## src/hw/rtl/dbnc_pkg.sv

```systemverilog
// Shared types and constants for the multi-switch debouncer.
`default_nettype none
package dbnc_pkg;

    localparam int MAX_SW  = 4;
    localparam int CHAN_W  = 2;
    localparam int TIME_W  = 20;
    localparam int REGA_W  = 3;

    localparam logic [TIME_W-1:0] DEFAULT_DEBOUNCE = 20'd10000;

    localparam logic [REGA_W-1:0] REG_ENABLE     = 3'd0;
    localparam logic [REGA_W-1:0] REG_ACTIVE_LOW = 3'd1;
    localparam logic [REGA_W-1:0] REG_DEBOUNCE_0 = 3'd2;
    localparam logic [REGA_W-1:0] REG_DEBOUNCE_1 = 3'd3;
    localparam logic [REGA_W-1:0] REG_DEBOUNCE_2 = 3'd4;
    localparam logic [REGA_W-1:0] REG_DEBOUNCE_3 = 3'd5;

    localparam logic ACT_EDGE = 1'b0;
    localparam logic ACT_TICK = 1'b1;

    typedef struct packed {
        logic              action;
        logic [CHAN_W-1:0] channel;
        logic              edge_level;
        logic [MAX_SW-1:0] pin_levels;
    } item_t;

    typedef struct packed {
        logic [MAX_SW-1:0] mask;
        logic [MAX_SW-1:0] closed;
    } rep_t;

endpackage
`default_nettype wire

```

## src/hw/rtl/dbnc_core.sv

```systemverilog
// Debounce state and shared one-shot timer; builds the report set when the timer fires.
`default_nettype none
module dbnc_core #(
    parameter int NUM_SWITCHES = 4
) (
    input  wire logic                      aclk,
    input  wire logic                      aresetn,
    input  wire logic                      proc,
    input  wire dbnc_pkg::item_t           item,
    input  wire logic [NUM_SWITCHES-1:0]   enable_mask,
    input  wire logic [NUM_SWITCHES-1:0]   active_low_mask,
    input  wire logic [dbnc_pkg::TIME_W-1:0] edge_time,
    output dbnc_pkg::rep_t                 report
);
    import dbnc_pkg::*;

    logic [NUM_SWITCHES-1:0] rec_reg, rec_next;
    logic [NUM_SWITCHES-1:0] chg_reg, chg_next;
    logic [TIME_W-1:0]       count_reg, count_next;
    logic [TIME_W-1:0]       cmp_reg, cmp_next;
    logic                    run_reg, run_next;

    logic [NUM_SWITCHES-1:0] pins;
    logic [NUM_SWITCHES-1:0] ch_bit;
    logic [TIME_W-1:0]       count_inc;
    logic                    ch_ok;
    logic                    fire;
    logic [NUM_SWITCHES-1:0] rep_mask;

    assign pins      = item.pin_levels[NUM_SWITCHES-1:0];
    assign ch_ok     = ({1'b0, item.channel} < (CHAN_W+1)'(NUM_SWITCHES));
    assign ch_bit    = NUM_SWITCHES'(1) << item.channel;
    assign count_inc = count_reg + TIME_W'(1);
    assign fire      = proc && (item.action == ACT_TICK) && run_reg && (count_inc >= cmp_reg);
    assign rep_mask  = fire ? (enable_mask & chg_reg & ~(pins ^ rec_reg)) : '0;

    assign report.mask   = MAX_SW'(rep_mask);
    assign report.closed = MAX_SW'(pins ^ active_low_mask);

    always_comb begin
        rec_next   = rec_reg;
        chg_next   = chg_reg;
        count_next = count_reg;
        cmp_next   = cmp_reg;
        run_next   = run_reg;
        if (proc) begin
            if (item.action == ACT_EDGE) begin
                if (ch_ok) begin
                    rec_next   = item.edge_level ? (rec_reg | ch_bit) : (rec_reg & ~ch_bit);
                    chg_next   = chg_reg | ch_bit;
                    cmp_next   = edge_time;
                    count_next = '0;
                    run_next   = 1'b1;
                end
            end else if (run_reg) begin
                count_next = count_inc;
                if (fire) begin
                    run_next = 1'b0;
                    chg_next = chg_reg & ~enable_mask;
                end
            end
        end
    end

    always_ff @(posedge aclk) begin
        if (!aresetn) begin
            rec_reg   <= '0;
            chg_reg   <= '0;
            count_reg <= '0;
            cmp_reg   <= '0;
            run_reg   <= 1'b0;
        end else begin
            rec_reg   <= rec_next;
            chg_reg   <= chg_next;
            count_reg <= count_next;
            cmp_reg   <= cmp_next;
            run_reg   <= run_next;
        end
    end

endmodule
`default_nettype wire

```

## src/hw/rtl/dbnc_report.sv

```systemverilog
// Report buffer: holds one firing's reports and sends them lowest channel first.
`default_nettype none
module dbnc_report (
    input  wire logic                        aclk,
    input  wire logic                        aresetn,
    input  wire logic                        load,
    input  wire dbnc_pkg::rep_t              report_in,
    input  wire logic                        m_tready,
    output logic                             free,
    output logic                             m_tvalid,
    output logic [dbnc_pkg::CHAN_W-1:0]      m_channel,
    output logic                             m_closed,
    output logic                             m_last
);
    import dbnc_pkg::*;

    logic [MAX_SW-1:0] mask_reg, mask_next;
    logic [MAX_SW-1:0] closed_reg, closed_next;
    logic [MAX_SW-1:0] low_bit;
    logic [MAX_SW-1:0] mask_left;
    logic              pop;

    assign low_bit   = mask_reg & (~mask_reg + MAX_SW'(1));
    assign m_tvalid  = |mask_reg;
    assign pop       = m_tvalid && m_tready;
    assign mask_left = pop ? (mask_reg & ~low_bit) : mask_reg;
    assign free      = (mask_left == '0);
    assign m_last    = ((mask_reg & ~low_bit) == '0);
    assign m_closed  = |(closed_reg & low_bit);

    always_comb begin
        m_channel = '0;
        for (int i = MAX_SW - 1; i >= 0; i--) begin
            if (low_bit[i]) begin
                m_channel = CHAN_W'(i);
            end
        end
    end

    always_comb begin
        mask_next   = mask_left;
        closed_next = closed_reg;
        if (load) begin
            mask_next   = report_in.mask;
            closed_next = report_in.closed;
        end
    end

    always_ff @(posedge aclk) begin
        if (!aresetn) begin
            mask_reg <= '0;
        end else begin
            mask_reg <= mask_next;
        end
    end

    always_ff @(posedge aclk) begin
        closed_reg <= closed_next;
    end

endmodule
`default_nettype wire

```

## src/hw/rtl/multi_switch_debouncer.sv

```systemverilog
// Top level of the multi-switch debouncer: register port, input register and submodules.
//
//  Port    | Dir | Word contents
//  --------+-----+------------------------------------------------------------
//  s_*     | in  | tuser: action; tdata: channel, edge_level, pin_levels
//  m_*     | out | tdata: switch_channel, closed; tlast: last report of a tick
//  APB     | cfg | 0 enable, 1 active-low, 2..5 debounce time per channel
//
// An input word is registered, then processed: one word per cycle while no
// reports are pending. A firing tick loads up to four reports into the report
// buffer, sent one per cycle while m_tready is high; the next word is processed
// in the cycle the last one leaves. Synchronous active-low reset clears all control state; no clearing pass.
`default_nettype none
module multi_switch_debouncer #(
    parameter int NUM_SWITCHES = 4
) (
    input  wire logic        aclk,
    input  wire logic        aresetn,
    input  wire logic        psel,
    input  wire logic        penable,
    input  wire logic        pwrite,
    input  wire logic [4:0]  paddr,
    input  wire logic [31:0] pwdata,
    output logic      [31:0] prdata,
    output logic             pready,
    input  wire logic        s_tvalid,
    output logic             s_tready,
    input  wire logic [7:0]  s_tdata,   // [1:0] channel, [2] edge_level, [6:3] pin_levels
    input  wire logic [0:0]  s_tuser,   // [0] action
    output logic             m_tvalid,
    input  wire logic        m_tready,
    output logic      [7:0]  m_tdata,   // [1:0] switch_channel, [2] closed
    output logic             m_tlast
);
    import dbnc_pkg::*;

    localparam int SEL_W = (NUM_SWITCHES > 1) ? $clog2(NUM_SWITCHES) : 1;

    logic [NUM_SWITCHES-1:0] en_reg, en_next;
    logic [NUM_SWITCHES-1:0] al_reg, al_next;
    logic [TIME_W-1:0]       dbt_reg  [NUM_SWITCHES];
    logic [TIME_W-1:0]       dbt_next [NUM_SWITCHES];

    logic              in_valid_reg, in_valid_next;
    item_t             item_reg, item_next;
    item_t             s_item;
    logic              accept;
    logic              proc;
    logic              free;
    logic              wr;
    logic [REGA_W-1:0] reg_idx;
    logic [TIME_W-1:0] edge_time;
    rep_t              report;
    logic [CHAN_W-1:0] out_channel;
    logic              out_closed;

    // register port
    assign pready  = 1'b1;
    assign wr      = psel && penable && pwrite && pready;
    assign reg_idx = paddr[4:2];

    always_comb begin
        en_next = en_reg;
        al_next = al_reg;
        for (int i = 0; i < NUM_SWITCHES; i++) begin
            dbt_next[i] = dbt_reg[i];
            if (wr && (reg_idx == REG_DEBOUNCE_0 + REGA_W'(i))) begin
                dbt_next[i] = pwdata[TIME_W-1:0];
            end
        end
        if (wr && (reg_idx == REG_ENABLE)) begin
            en_next = pwdata[NUM_SWITCHES-1:0];
        end
        if (wr && (reg_idx == REG_ACTIVE_LOW)) begin
            al_next = pwdata[NUM_SWITCHES-1:0];
        end
    end

    always_comb begin
        prdata = '0;
        unique case (reg_idx) inside
            REG_ENABLE:     prdata = 32'(en_reg);
            REG_ACTIVE_LOW: prdata = 32'(al_reg);
            REG_DEBOUNCE_0, REG_DEBOUNCE_1, REG_DEBOUNCE_2, REG_DEBOUNCE_3: begin
                for (int i = 0; i < NUM_SWITCHES; i++) begin
                    if (reg_idx == REG_DEBOUNCE_0 + REGA_W'(i)) begin
                        prdata = 32'(dbt_reg[i]);
                    end
                end
            end
            default:        prdata = '0;
        endcase
    end

    always_ff @(posedge aclk) begin
        if (!aresetn) begin
            en_reg <= '0;
            al_reg <= '0;
            for (int i = 0; i < NUM_SWITCHES; i++) begin
                dbt_reg[i] <= DEFAULT_DEBOUNCE;
            end
        end else begin
            en_reg <= en_next;
            al_reg <= al_next;
            for (int i = 0; i < NUM_SWITCHES; i++) begin
                dbt_reg[i] <= dbt_next[i];
            end
        end
    end

    // input register
    assign s_item.action     = s_tuser[0];
    assign s_item.channel    = s_tdata[1:0];
    assign s_item.edge_level = s_tdata[2];
    assign s_item.pin_levels = s_tdata[6:3];

    assign proc     = in_valid_reg && free;
    assign s_tready = !in_valid_reg || proc;
    assign accept   = s_tvalid && s_tready;

    always_comb begin
        in_valid_next = in_valid_reg;
        item_next     = item_reg;
        if (accept) begin
            in_valid_next = 1'b1;
            item_next     = s_item;
        end else if (proc) begin
            in_valid_next = 1'b0;
        end
    end

    always_ff @(posedge aclk) begin
        if (!aresetn) begin
            in_valid_reg <= 1'b0;
        end else begin
            in_valid_reg <= in_valid_next;
        end
    end

    always_ff @(posedge aclk) begin
        item_reg <= item_next;
    end

    // out-of-range channels are dropped in the core before this value is used
    assign edge_time = dbt_reg[item_reg.channel[SEL_W-1:0]];

    dbnc_core #(
        .NUM_SWITCHES(NUM_SWITCHES)
    ) u_core (
        .aclk            (aclk),
        .aresetn         (aresetn),
        .proc            (proc),
        .item            (item_reg),
        .enable_mask     (en_reg),
        .active_low_mask (al_reg),
        .edge_time       (edge_time),
        .report          (report)
    );

    dbnc_report u_report (
        .aclk      (aclk),
        .aresetn   (aresetn),
        .load      (proc),
        .report_in (report),
        .m_tready  (m_tready),
        .free      (free),
        .m_tvalid  (m_tvalid),
        .m_channel (out_channel),
        .m_closed  (out_closed),
        .m_last    (m_tlast)
    );

    assign m_tdata = {5'b0, out_closed, out_channel};

endmodule
`default_nettype wire

```

## config.mk

```make
export PLATFORM = sky130hd
export DESIGN_NAME = multi_switch_debouncer
export DESIGN_NICKNAME = d
export VERILOG_FILES = /design/src/hw/rtl/dbnc_pkg.sv /design/src/hw/rtl/dbnc_core.sv /design/src/hw/rtl/dbnc_report.sv /design/src/hw/rtl/multi_switch_debouncer.sv
export SDC_FILE = /design/constraint.sdc
export NUM_CORES = 1
export LEC_CHECK = 0
export ABC_AREA = 1
export BUFFER_PORTS_ARGS = -buffer_cell sky130_fd_sc_hd__buf_4
export CELL_PAD_IN_SITES_DETAIL_PLACEMENT = 0
export CELL_PAD_IN_SITES_GLOBAL_PLACEMENT = 1
export CORE_MARGIN = 2
export CORE_UTILIZATION = 46
export CTS_CLUSTER_SIZE = 10
export DETAILED_ROUTE_END_ITERATION = 10
export PLACE_DENSITY = 0.83
export SETUP_SLACK_MARGIN = 0.4
export SLEW_MARGIN = 20
export SYNTH_ARGS = -nofsm -noshare
export SYNTH_HDL_FRONTEND = slang
export SYNTH_SLANG_ARGS = --single-unit
```

## constraint.sdc

```tcl
create_clock -name aclk -period 5.7 [get_ports aclk]
set_input_delay 0 -clock aclk [delete_from_list [all_inputs] [get_ports aclk]]
set_output_delay 0 -clock aclk [all_outputs]
set_load 0.005 [all_outputs]
```

== Word-level counts from Yosys, hierarchy flattened ==
Memory sizes are Yosys's and may differ from the RTL's. A register that Yosys moved wholly into a read port is not among the register bits.
Cells that the tools add are included.
Operators by class
  add/subtract/negate cells: 2
  $lt $le $gt $ge: 1
  eq/ne operators: 7
  shift-type cells: 1
  muxes and demuxes: 33
  bitwise operators: 21
  reductions and logical operators: 27
Operators with widths (number)
  two-way mux 20 bit: 12
  case mux 32 bit (3 select lines): 1
  two-way mux 32 bit: 2
  bitwise AND 4 bit: 7
  two-way mux 4 bit: 7
  adder 20 x 1 -> 20 bit (second input constant): 1
  greater-or-equal comparator 20 bit: 1
  inverter 4 bit: 5
  logical AND 1 bit: 14
  OR reduction 4 bit: 3
  logical NOT 4 bit: 2
  two-way mux 2 bit: 4
  bitwise OR 4 bit: 2
  XOR 4 bit: 2
  two-way mux 1 bit: 7
  == test 3 x 2 -> 1 bit (second input constant): 2
  == test 3 bit (second input constant): 2
  adder 4 x 1 -> 4 bit (second input constant): 1
  != test 2 x 1 -> 1 bit (second input constant): 2
  bitwise OR 1 bit: 4
  AND reduction 2 bit: 2
  left shift 1 x 2 -> 4 bit (first input constant): 1
  == test 3 x 1 -> 1 bit (second input constant): 1
  logical NOT 3 bit: 1
  other kinds (5): 6
Storage, ports and cells
  flip-flop bits (word level): 54
  bits in writable memories: 80
  bits of input ports: 53
  output and inout bits: 44
  word-level logic and storage cells: 106
  memories: 1
Memory list
  dbt_reg: depth 4, bits a word 20, read ports 5, clocked after Yosys merged registers in 1, wr ports 4, line multi_switch_debouncer.sv:41  | logic [TIME_W-1:0] dbt_reg [NUM_SWITCHES];

== Depth between registers and ports, before layout ==
  depth after elaboration: 14
  gate-level depth with buffers: 20
  gate-level depth less buffers: 20

== By module ==
Synthesis repeated with hierarchy kept, for this count alone.
Unflattened totals
  cell total of the unflattened synthesis: 1315
  area total of the unflattened synthesis: 8750.9 sq um
By module, submodules not included
  multi_switch_debouncer: times used 1, cells an instance 837, area an instance 5406.4 sq um, sequential area each 2062.0 sq um
  dbnc_core: times used 1, cells an instance 426, area an instance 2922.8 sq um, sequential area each 980.9 sq um
  dbnc_report: times used 1, cells an instance 52, area an instance 421.7 sq um, sequential area each 200.2 sq um

== Least setup slack after synthesis ==
No wires, ideal clock.
  path type: register to register
  from: register u_core.count_reg[2]
  to: register u_core.chg_reg[0]
  setup time: 64 ps
  arrival time: 2474 ps
  required time: 5636 ps
  setup slack: 3162 ps
  stages on the path, launching flop included: 18
  buffers on the path: 0
  period minus slack after synthesis: 2538 ps
  cell sequence: dfxtp_1 nand2_1 nor2_2 nand4_2 nor2_2 nand3_1 xnor2_1 ha_1 nand2_1 nor2_1 nor3b_1 nor2b_1 nand2_1 nand2_1 nand2_1 nand2_1 nor2_1 nor2_1
On the way
  longest elaborated chain between the ends: 5
Ends and longest elaborated chain
  from (decl): line dbnc_core.sv:19  | logic [TIME_W-1:0] count_reg, count_next;
  from (signal assigned): line dbnc_core.sv:75  | count_reg <= count_next;
  adder 20 x 1 -> 20 bit: line dbnc_core.sv:33  | assign count_inc = count_reg + TIME_W'(1);
  greater-or-equal comparator 20 bit: line dbnc_core.sv:34  | assign fire = proc && (item.action == ACT_TICK) && run_reg && (count_inc >= cmp_reg);
  logical AND 1 bit: line dbnc_core.sv:34
  != test 2 x 1 -> 1 bit (no line)
  AND reduction 3 bit (no line)
  to (signal assigned): line dbnc_core.sv:74  | chg_reg <= chg_next;
  to (decl): line dbnc_core.sv:18  | logic [NUM_SWITCHES-1:0] chg_reg, chg_next;
No other way between the ends.
A chain may end at the register's enable or synchronous reset.

== Final worst setup path ==
  from: register u_core.count_reg[0]
  to: register u_core.chg_reg[1]
Same word-level chain as after synthesis.

==> key figures <==
Synth
  • Synthesized cell area: 7690 µm²
  • Synth cell types: 42
  • Primary FF master, synth: dfxtp_1
  • Syn_area_per_cell: 7.48 µm²
  • Post-synth EDFFs: 12
  • Post-Synthesis Cells: 1028
  • Ys async rst share: 0%
  • Synth warn: 0
  • Register area share after synthesis: 41.7%
  • #FFs+latches synth: 154

Power and ir drop
  • Combinational Power Share: 8.5%
  • Switch share: 25.5%
  • Sequential power share: 45.5%
  • Clock network power share: 46.0%
  • Leakage power: 3.73 nW
  • Total net switching power: 632 µW
  • Internal Power: 1.85 mW
  • Power per Cell Area: 274 nW/µm²
  • Maximum vdd drop: 209 µV

Placed design
  • IO Port Bufs: 63
  • Gpl congestion: 0.810
  • Post-DP HPWL: 13.4 mm

STA
  • Slew Viols, Final: 0
  • Crit path time final: 3.12 ns
  • Setup violators final: 0
  • Setup TNS Final: 0 ns
  • Slew @ Worst Pin: 0.965 ns
  • Skew final: 0.00666 ns
  • FMAX: 321 MHz
  • RSZ-0062 raised after global routing: false
  • Period Utilization, post-route: 54.7%
  • Relative slew slack: 35.7%
  • Final hold viol count: 0

Layout
  • Fin util: 55.0%
  • Largest register FFs: 80
  • Area growth, synth to finish: 17.7%
  • Layout cells sized above 1: 11.1%
  • Filler cells: 1618
  • Most common cell after layout, fill and taps aside: dfxtp_1
  • Antenna cells: 0
  • Multi-input gate area: 3640 µm²
  • Sequential cell area: 3200 µm²
  • Commonest non-fill, non-tap cells in the layout: dfxtp_1 (142), nand2_1 (139), inv_1 (137), a21oi_1 (135), o21ai_0 (130)
  • Layout net count: 1165

Detailed routing
  • Via-per-instance ratio: 5.19
  • DRC: 0
  • Via Count: 6876
  • Drt total wl: 20.6 mm
  • Pre-antenna DRT Iters: 6
  • Wirelength per Cell: 15.6 µm
  • Post-DRT Antenna Nets: 0
  • Initial DRC count: 559

Critical path
  • Cell mode on critical path: nand2_1
  • Slowest CP cell: dfxtp_1
  • Crit path capture type: register
  • CP max stage delay: 0.37 ns
  • Startpoint types: register
  • Required time of the critical path: 6.07 ns
  • Crit Path Category: register to register
  • Worst Path Arrival: 3.48 ns
  • Critical-path cell list: inv_1 > nor2_2 > nand4_2 > nor2_2 > nand3_1 > xnor2_1 > ha_1 > nand2_1 > nor2_1 > nor3b_1 > nor2b_1 > nand2_1 > nand2_1 > nand2_1 > nand2_1 > nor2_1 > nor2_1
  • Max FO, Critical Path: 6

Clock tree
  • Clock latency on the worst-skew pair: 0.43 ns
  • CTS max path bufs: 2
  • H-Tree Depth: 4
  • Post-CTS resize count: 0
  • CTS tree: yes
  • Post-CTS setup buffer count: 0
  • Num Clock Sinks: 154
  • Post-CTS Hold Fix Bufs: 30
  • Root Driver: clkbuf_16
  • Clk slew on worst S/H paths: 0.07 ns
  • TritonCTS Buffers: 17

Global route
  • Largest net degree at the start of global routing: 104
  • Gr usage total: 23.7%
  • Grt ovf: 0
  • Initial antenna violation count: 0
  • Global-route wire length before repair: 33.5 mm
  • Vias in the first global route: 6450

Die
  • Total core area: 16500 µm²
  • Die height: 133 µm
  • Die width: 133 µm
  • Die footprint: 17800 µm²
  • Rows: 47
  • Io pins: 97
  • Starting density of the core: 46.7%

Status
  • Status: completed

Hold path
  • Hold Path Class: input pin to register

Flow run
  • Total of max-cap violations: 0
-- final cells by class --
type	instances	share of cell area, %
Multi-Input combinational cell	678	40.2
Sequential cell	154	35.4
Inverter	142	5.90
Clock buffer	17	4.70
Timing Repair Buffer	98	8.96
Clock inverter	15	1.80
Tap cell	220	3.04
-- through the flow --
stage	setup slack, ns	power [mW]	instance area, µm²	hold WS, ns	cells
after floorplan	3.16	1.27	7750	0.0989	1044
after global placement	2.59	1.34	8160	0.179	1262
after detailed placement	2.55	1.34	8160	0.179	1262
after CTS	2.52	2.49	9050	0.0504	1324
after global routing	2.24	2.56	9050	0.124	1324
final	2.58	2.48	9050	0.0752	1324
-- path summary, 6_finish.rpt --
check,from,end,slack [ns],cells past startpoint
hold reg to reg,dbt_reg[1][18],dbt_reg[1][18],0.47,2
setup / recovery,u_core.count_reg[0],u_core.chg_reg[1],2.58,17
setup reg to reg,u_core.count_reg[0],u_core.chg_reg[1],2.58,17
hold / removal,paddr[4],al_reg[0],0.08,5
-- synth_stat cells (17+ instances only) --
library cell  instances  area [µm²]
xor2_1               17         149
inv_1               138         518
nor2_1               78         293
clkbuf_1             38         143
o21ai_0             130         651
buf_4                20         150
nand3_1              28         140
o22ai_1              20         125
dfxtp_1             142        2840
a221oi_1             36         315
ha_1                 21         263
a21oi_1             135         676
nand2_1             139         522
-- layer usage --
layer  vias up  track usage (%)  wire length, µm
met4         0             8.33              371
met5         -                0                0
met3        33             3.88              938
met1      3097             32.5             9870
met2       191             37.9             9440
li1       3555                -                -
-- cells by family (layout without fill, tap and decap cells) --
kind of cell / Yosys count / in the layout / share of synthesized area (%)
other: 2 / 18 / 0.0977
DFF: 154 / 154 / 41.7
and+or+nand+nor: 274 / 274 / 15.2
AOI/OAI and AO/OA: 340 / 340 / 25.0
buffers and inverters: 212 / 272 / 11.8
xor gates and xnor gates: 24 / 24 / 2.73
adders and majority gates: 22 / 22 / 3.56
-- power by group through the flow --
stage	logic [mW]	clock network (mW)	registers, mW
floorplan	0.123	0	1.15
global placement	0.191	0	1.15
detailed placement	0.193	0	1.15
CTS	0.210	1.16	1.13
global route	0.233	1.20	1.13
finish	0.211	1.14	1.13
-- critical path, delay by kind of cell, from the launching register on --
kind | cells | cell delay [ns]
buf+inv | 1 | 0.10
fa+ha+maj | 1 | 0.31
simple gates | 14 | 2.11
xor+xnor | 1 | 0.17
flops | 1 | 0.37
Note: power is estimated with default switching activity, not from simulation.
